`config.mk`:
```
export PLATFORM = sky130hd
export DESIGN_NAME = mms_ctrl
export DESIGN_NICKNAME = d
export VERILOG_FILES = /design/src/rtl/core/mms_pkg.sv /design/src/rtl/core/mms_ctrl.sv
export VERILOG_INCLUDE_DIRS = /design/src /design/src/rtl/core
export SDC_FILE = /design/constraint.sdc
export NUM_CORES = 1
export LEC_CHECK = 0
export BUFFER_PORTS_ARGS = -buffer_cell sky130_fd_sc_hd__buf_4
export CELL_PAD_IN_SITES_DETAIL_PLACEMENT = 1
export CELL_PAD_IN_SITES_GLOBAL_PLACEMENT = 1
export CORE_AREA = 8 8 45 47
export CTS_CLUSTER_SIZE = 12
export DETAILED_ROUTE_END_ITERATION = 8
export DIE_AREA = 0 0 53 55
export GPL_TIMING_DRIVEN = 0
export PLACE_DENSITY_LB_ADDON = 0.1
export SLEW_MARGIN = 10
export SYNTH_ARGS = -nofsm -noshare
export SYNTH_HDL_FRONTEND = slang
export SYNTH_SLANG_ARGS = --single-unit
```
`constraint.sdc`:
```
create_clock -name aclk -period 1.85 [get_ports aclk]
set_clock_uncertainty 0.2 [all_clocks]
set_input_delay 0.185 -clock aclk [delete_from_list [all_inputs] [get_ports aclk]]
set_output_delay 0.185 -clock aclk [all_outputs]
set_load 0.01 [all_outputs]
```
`src/rtl/core/assert_macros.svh`:
```
// Assertion macros shared by the moving mean square RTL.
`ifndef ASSERT_MACROS_SVH
`define ASSERT_MACROS_SVH

// Property that must hold at every clock edge outside reset.
`define ASSERT_ALWAYS(lbl, clk, rst_n, prop, msg) \
    lbl: assert property (@(posedge clk) disable iff (!rst_n) (prop)) else $error(msg);

// When pre holds, post must hold in the next cycle.
`define ASSERT_NEXT(lbl, clk, rst_n, pre, post, msg) \
    lbl: assert property (@(posedge clk) disable iff (!rst_n) (pre) |=> (post)) else $error(msg);

`endif

```
`src/rtl/core/mms_pkg.sv`:
```
// Package: widths, register codes, defaults and control types of the moving mean square.
`timescale 1ns / 1ps

package mms_pkg;

    // Parameter defaults
    localparam int MAX_WINDOW_DEF  = 65536;
    localparam int SAMPLE_BITS_DEF = 24;

    // Fixed field and state widths
    localparam int LEN_W      = 17;
    localparam int INV_W      = 33;
    localparam int SUM_W      = 63;
    localparam int OUT_W      = 47;
    localparam int HALF_W     = 32;
    localparam int PROD_W     = 64;
    localparam int CFG_DATA_W = 33;
    localparam int CFG_IDX_W  = 1;

    // Register reset values
    localparam int LEN_RESET = 4800;
    localparam logic [INV_W-1:0] INV_RESET = INV_W'(894785);

    // Rounding offset for the Q32 scaling
    localparam logic [PROD_W-1:0] ROUND_HALF = PROD_W'(64'h0000_0000_8000_0000);
    localparam logic [OUT_W-1:0]  OUT_MAX    = '1;

    // Register indexes
    typedef enum logic [CFG_IDX_W-1:0] {
        REG_WINDOW_LENGTH  = 1'b0,
        REG_INVERSE_LENGTH = 1'b1
    } mms_reg_idx_t;

    // Commands from the controller to the datapath
    typedef struct packed {
        logic load_in;   // square the sample, read history at write position
        logic update;    // replace history entry, update running sum
        logic mul_lo;    // low partial product of the scaling
        logic mul_hi;    // high partial product of the scaling
        logic load_out;  // saturate and load the output register
    } mms_cmd_t;

    // Status from the datapath to the controller
    typedef struct packed {
        logic out_stall; // output register holds an item not yet taken
    } mms_status_t;

endpackage

```
`src/rtl/core/mms_ctrl.sv`:
```
// Controller: sequences one item through square, history update and scaling.
`timescale 1ns / 1ps
`include "assert_macros.svh"

module mms_ctrl (
    input  logic                  aclk,
    input  logic                  aresetn,
    input  logic                  s_valid,
    output logic                  s_ready,
    input  mms_pkg::mms_status_t  status,
    output mms_pkg::mms_cmd_t     cmd
);
    import mms_pkg::*;

    typedef enum logic [4:0] {
        S_IDLE = 5'b00001,
        S_SUM  = 5'b00010,
        S_LO   = 5'b00100,
        S_HI   = 5'b01000,
        S_OUT  = 5'b10000
    } state_t;

    state_t state_reg, state_next;
    logic   accept;

    assign s_ready = (state_reg == S_IDLE);
    assign accept  = s_valid && s_ready;

    // Next state
    always_comb begin
        state_next = state_reg;
        unique case (state_reg)
            S_IDLE: begin
                if (s_valid) state_next = S_SUM;
            end
            S_SUM:  state_next = S_LO;
            S_LO:   state_next = S_HI;
            S_HI:   state_next = S_OUT;
            S_OUT: begin
                if (!status.out_stall) state_next = S_IDLE;
            end
            default: state_next = S_IDLE;
        endcase
    end

    always_ff @(posedge aclk) begin
        if (!aresetn) begin
            state_reg <= S_IDLE;
        end else begin
            state_reg <= state_next;
        end
    end

    // Datapath commands
    always_comb begin
        cmd          = '0;
        cmd.load_in  = accept;
        cmd.update   = (state_reg == S_SUM);
        cmd.mul_lo   = (state_reg == S_LO);
        cmd.mul_hi   = (state_reg == S_HI);
        cmd.load_out = (state_reg == S_OUT) && !status.out_stall;
    end

    `ASSERT_NEXT(a_accept_goes_sum, aclk, aresetn, accept, state_reg == S_SUM, "accepted item did not reach the sum step")
    `ASSERT_NEXT(a_out_returns_idle, aclk, aresetn, cmd.load_out, s_ready, "not ready after result load")

endmodule

```
==> results.toml, run 1 <==
[outcome]
status = "finished clean"

[power_and_ir_drop]
peakVddDrop_mv = 0.246
finalPower_uw = 319
comb_power_share_pct = 21.5
p_seq_share_pct = 39.4
power_frac_clock_pct = 39.1
p_per_area_mw_per_mm2 = 745
p_sw_share_pct = 25.7
intPower_uw = 237
switching_power_uw = 81.8
leakagePower_nw = 0.199

[cells_and_area]
finalInstanceArea_sq_um = 428
diodes = 0
finalNetCount = 54
largest_register_ffs = 5
area_growth_pct = 51.3
drive_above_1_share_pct = 40.8

[die]
die_h_um = 55
start_util_pct = 20.4
rows = 14
core_sq_mm = 0.00138
die_area_sq_mm = 0.00292
die_x_um = 53
io_pins = 10

[worst_setup_path]
cp.arrival_ns = 1.37
startpoint_type = "register"
cp_max_fo = 6
r2r_end = "state_reg[0]"
critPathCapture = "cmd[4]"
ff2ff_path_depth = 3
cp-end-kind = "output pin"
reg2reg_from = "state_reg[1]"
cp.required_ns = 1.46
rrSetupSlack_ns = 0.36
crit_type = "register to output pin"
crit_path_start = "state_reg[4]"

[cts]
cts_buffers = 3
cts_tree = "done"
clock_path_buffers = 2
cts_root_buffer = "clkbuf_4"
worst_skew_pair.late_latency_ns = 0.24
clock_sinks = 5
cts-htree-levels = 1
clk_pin_slew_ns = 0.04

[routing]
drtIter0Drc = 0
final_antenna_net_count = 0
wirelength_um = 718
dr.pass1.iters = 1
drc = 0
vias_per_cell = 4.46
vias = 290
wire_per_inst_um = 11.0

[worst_hold_path]
hold_class = "primary input to register"

[global_route]
grt_pass1_wl_um = 1160
grt_max_degree = 9
use_met1_pct = 5.61
grt_pass1_vias = 298
grt_busiest_layer = "met2"
grtUsageTotal_pct = 5.52
grt_overflow = 0
gr-usage-met3_pct = 1.87
grtUsageMet2_pct = 8.20
antenna_found_initial = 0

[synth]
synth_area_sq_um = 283
ys_types = 19
syn_inst = 34
ys_seq_area_share_pct = 35.4
yosys_warnings = 0
synth-seq-cells = 5
syn-mean-instance-area_sq_um = 8.32
synthTopCellsByArea = "dfxtp_1, and3_1, nor2_1"
syn-num-nets = 38
yosys.area.top_type = "dfxtp_1"
yosys.area.top_type_share_pct = 35.4

[place]
dpl.hpwl_um = 586
postPlaceCellArea_sq_um = 370
io_buffers = 9
gp_congestion = 0.770

[sta]
slew_violations = 0
finalSetupViolCount = 0
fin_setup_tns_ns = 0
tightest_slew_ns = 0.300
finalCriticalPeriod_ns = 1.76
rsz0062_at_grt = "false"
fin_crit_sh_pct = 95.0
finalHoldViolCount = 0
slew_headroom_pct = 80.0
hold-worst-slack_ns = 0.0693
max_freq_ghz = 0.569

[flow_run]
maxCapViolations = 0
[logic make-up (layout without fill, tap and decap cells)]
group / after synthesis / count (layout) / share of synthesized area (%)
xor+xnor: 1 / 1 / 3.10
buf+inv: 5 / 20 / 9.29
simple gates: 18 / 18 / 37.6
compound gates: 5 / 5 / 14.6
flops: 5 / 5 / 35.4
[metrics by stage]
| step | utilization (%) | setup WS, ns | cells |
|---|---|---|---|
| floorplan | - | 0.412 | 34 |
| global placement | 26.8 | 0.277 | 59 |
| detailed placement | 26.8 | 0.255 | 59 |
| CTS | 30.6 | 0.0351 | 65 |
| global route | 30.9 | 0.0122 | 65 |
| finish | 30.9 | 0.0917 | 65 |
[cell usage after synthesis (all sizes together)]
cell type  n
nand3b     2
inv        3
xor2       1
or2b       1
o211ai     1
and3       4
dfxtp      5
o21ai      1
or3        1
nor3       1
and2       2
a2111oi    1
a41o       1
buf        2
or2        1
nor2       5
a31o       1
nor4b      1
[critical path, stage by stage (launching register included)]
cell and delay [ns]:
dfxtp_1 0.41, nor2_1 0.10, and3_2 0.22, and2_1 0.15, buf_4 0.12, buf_4 0.13
[layout make-up]
type,instances,area (sq um)
fillers,173,956
multi-input cells,24,163
flip-flops and latches,5,105
repair buffers,11,87.6
clock buffers,4,26.3
well taps,16,20.0
plain buffers,2,15.0
inverters,3,11.3
[timing repair]
action | in CTS | in global routing
setup buffers | 0 | 0
setup endpoints to repair | 1 | 2
endpoints found under the hold margin | 2 | 0
pin swaps | 0 | 2
hold buffers | 2 | 0
gates resized for setup | 1 | 4
[power by group through the flow]
stage	sequential, mW	clock [mW]	combinational, mW
finish	0.125	0.125	0.0686
global route	0.127	0.142	0.0736
CTS	0.124	0.134	0.0701
detailed placement	0.126	0	0.0658
global placement	0.126	0	0.0656
floorplan	0.123	0	0.0403
[routing by layer]
metal	up-vias	share of wire, %	wire length, um
li1	147	-	-
met1	137	45	321
met2	6	50	360
met3	0	5.0	36
met4	0	0	0
met5	-	0	0
[cells in the final DEF (no fill, tap or decap), drive strengths merged, types with 2 or more instances in the layout]
cell type,synthesis,routed
and2,2,2
and3,4,4
buf,2,11
clkbuf,0,4
dfxtp,5,5
dlygate4sd3,0,2
inv,3,3
nand3b,2,2
nor2,5,5
[how the worst min path moves through the flow]
stage | from | to | depth (start not counted) | slack [ns]
finish | status | state_reg[4] | 3 | 0.07
global route | status | state_reg[4] | 3 | 0.09
global placement | aresetn | state_reg[2] | 2 | 0.22
detailed placement | aresetn | state_reg[2] | 2 | 0.22
floorplan | aresetn | state_reg[2] | 1 | 0.11
CTS | status | state_reg[4] | 3 | 0.06
(Power assumes the default switching activity.)
==> inputs of run 2 (changes only) <==
Settings changed: ABC_AREA set to 1, SKIP_LAST_GASP set to 1.
==> results.toml, run 2 <==
[die]
rows = 14
die_area_sq_mm = 0.00292
core_sq_mm = 0.00138
io_pins = 10
die_x_um = 53
die_h_um = 55
start_util_pct = 21.9

[cells_and_area]
finalInstanceArea_sq_um = 417
final_cell_mix = "buf_4, inv_1, nand2_1, nor2_1, dfxtp_1"
n_fill_cell = 184
drive_above_1_share_pct = 33.3
multi_input_area_sq_um = 146
largest_register_ffs = 5
finalNetCount = 65
diodes = 0
final_common_cell = "buf_4"
area_growth_pct = 37.6
regArea_sq_um = 100

[sta]
finalCriticalPeriod_ns = 1.58
max_freq_ghz = 0.631
fin_setup_tns_ns = 0
slew_headroom_pct = 87.2
finalHoldViolCount = 0
tightest_slew_ns = 0.191
fin_ws_ns = 0.266
slew_violations = 0
finalSetupViolCount = 0
hold-worst-slack_ns = 0.00893
rsz0062_at_grt = "false"
fin_crit_sh_pct = 85.6

[place]
gp_congestion = 0.643
dpl.hpwl_um = 630
place_ws_ns = 0.512
postPlaceCellArea_sq_um = 390
io_buffers = 9

[worst_setup_path]
r2r_end = "state_reg[0]"
reg2reg_from = "state_reg[0]"
crit_family = "simple AND/OR/NAND/NOR gates"
ff2ff_path_depth = 6
cp-end-kind = "output pin"
cp.depth = 5
cp_cell_sequence = "nor2_4 > nand3_1 > nor2_1 > buf_4 > buf_4"
cp.required_ns = 1.46
startpoint_type = "register"
cpMaxStageDelayCell = "dfxtp_1"
crit_type = "register to output pin"
path_buf_inv = 2
worst_path_most_repeated_cell = "buf_4"
cp.arrival_ns = 1.20
rrSetupSlack_ns = 0.62
cp_max_fo = 5
critPathMaxStageDelay_ns = 0.34

[routing]
vias_per_cell = 4.11
wire_per_inst_um = 9.78
dr.pass1.iters = 2
final_antenna_net_count = 0
drc = 0
drtIter0Drc = 2
wirelength_um = 743
vias = 312

[synth]
yosys.area.top_type_share_pct = 33.1
ys_types = 13
yosys_warnings = 0
synth-seq-cells = 5
synth_area_sq_um = 303
synthTopCellsByArea = "dfxtp_1, inv_1, nand2_1"
ys_seq_area_share_pct = 33.1
async_flop_share_pct = 0
synthFlopType = "dfxtp_1"
syn_inst = 47
synth_edf_count = 0
synthTopCellsByCount = "inv_1, nand2_1, dfxtp_1, nor2_1"
syn-mean-instance-area_sq_um = 6.44
yosys.area.top_type = "dfxtp_1"
syn-num-nets = 51

[global_route]
antenna_found_initial = 0
grt_pass1_vias = 330
grt_pass1_wl_um = 1360
grt_max_degree = 6
grtUsageTotal_pct = 6.51
grt_overflow = 0

[cts]
cts-htree-levels = 1
cts_tree = "done"
cts_hold_buf = 0
cts_setup_buffers = 0
clock_path_buffers = 2
clk_pin_slew_ns = 0.05
cts_buffers = 3
worst_skew_pair.late_latency_ns = 0.24
clock_sinks = 5
cts_root_buffer = "clkbuf_4"
cts_resized = 0

[worst_hold_path]
hp-start = "aresetn"
worstHoldEndpoint = "state_reg[0]"
min_path_cells = 4
hold_class = "primary input to register"

[power_and_ir_drop]
p_per_area_mw_per_mm2 = 757
leakagePower_nw = 0.216
peakVddDrop_mv = 0.314

[outcome]
status = "finished clean"

[flow_run]
maxCapViolations = 0
## run 2: cell types whose count changed after synthesis, moves of 2 or more
cell / before / now
inv_1: 3 / 10
and2_1: 2 / 0
nand3_1: 0 / 2
nor3_1: 1 / 3
nor2_2: 0 / 2
a21oi_2: 0 / 2
nand3b_1: 2 / 0
nand4_1: 0 / 3
nand2_1: 0 / 10
and3_1: 3 / 0
## run 2: stage by stage
stage / power, mW / util, % / cells
after global placement: 0.194 / 28.2 / 72
after floorplan: 0.168 / - / 47
after detailed placement: 0.193 / 28.2 / 72
after CTS: 0.323 / 30.1 / 76
after global routing: 0.344 / 30.1 / 76
final: 0.315 / 30.1 / 76
## run 2: cell families (layout without fill, tap and decap cells)
| logic type | after synthesis | count (layout) | synth area share (%) |
|---|---|---|---|
| buffers and inverters | 13 | 26 | 18.6 |
| AO/OA/AOI/OAI | 3 | 3 | 7.44 |
| AND/OR/NAND/NOR | 26 | 26 | 40.9 |
| flip-flops | 5 | 5 | 33.1 |
## run 2: worst max path at each step
stage / from / slack (ns) / end
floorplan: state_reg[0] / 0.68 / cmd[4]
global placement: state_reg[2] / 0.50 / cmd[4]
detailed placement: state_reg[2] / 0.51 / cmd[4]
CTS: state_reg[2] / 0.25 / cmd[4]
global route: state_reg[0] / 0.14 / cmd[4]
finish: state_reg[2] / 0.27 / cmd[4]
## run 2: final cells by class
cell class                 instances  area share, %
tap                               16           4.80
buffer                             2           3.60
clock buffer                       4           6.31
multi-input combinational         29           35.1
timing repair buffer               9           16.2
inverter                          11           9.91
sequential                         5           24.0
## run 2: layer usage
metal / part of all wire [%] / GRT usage, % / routed length [um]
met5: 0 / 0 / 0
met4: 0 / 5.17 / 0
met3: 6.5 / 3.48 / 48
met2: 50 / 10.2 / 369
met1: 44 / 6.39 / 325
## run 2: power breakdown
| part | total [mW] | leakage [nW] | internal, mW | switching, mW |
|---|---|---|---|---|
| registers | 0.119 | 0.0408 | 0.114 | 0.00590 |
| logic | 0.0709 | 0.161 | 0.0327 | 0.0382 |
| clock network | 0.125 | 0.0150 | 0.0815 | 0.0434 |
## run 2: tightest hold or removal path, cell delays in order
cell and delay [ns]:
buf_4 0.08, nand2_1 0.04, inv_1 0.04, nand2_1 0.04
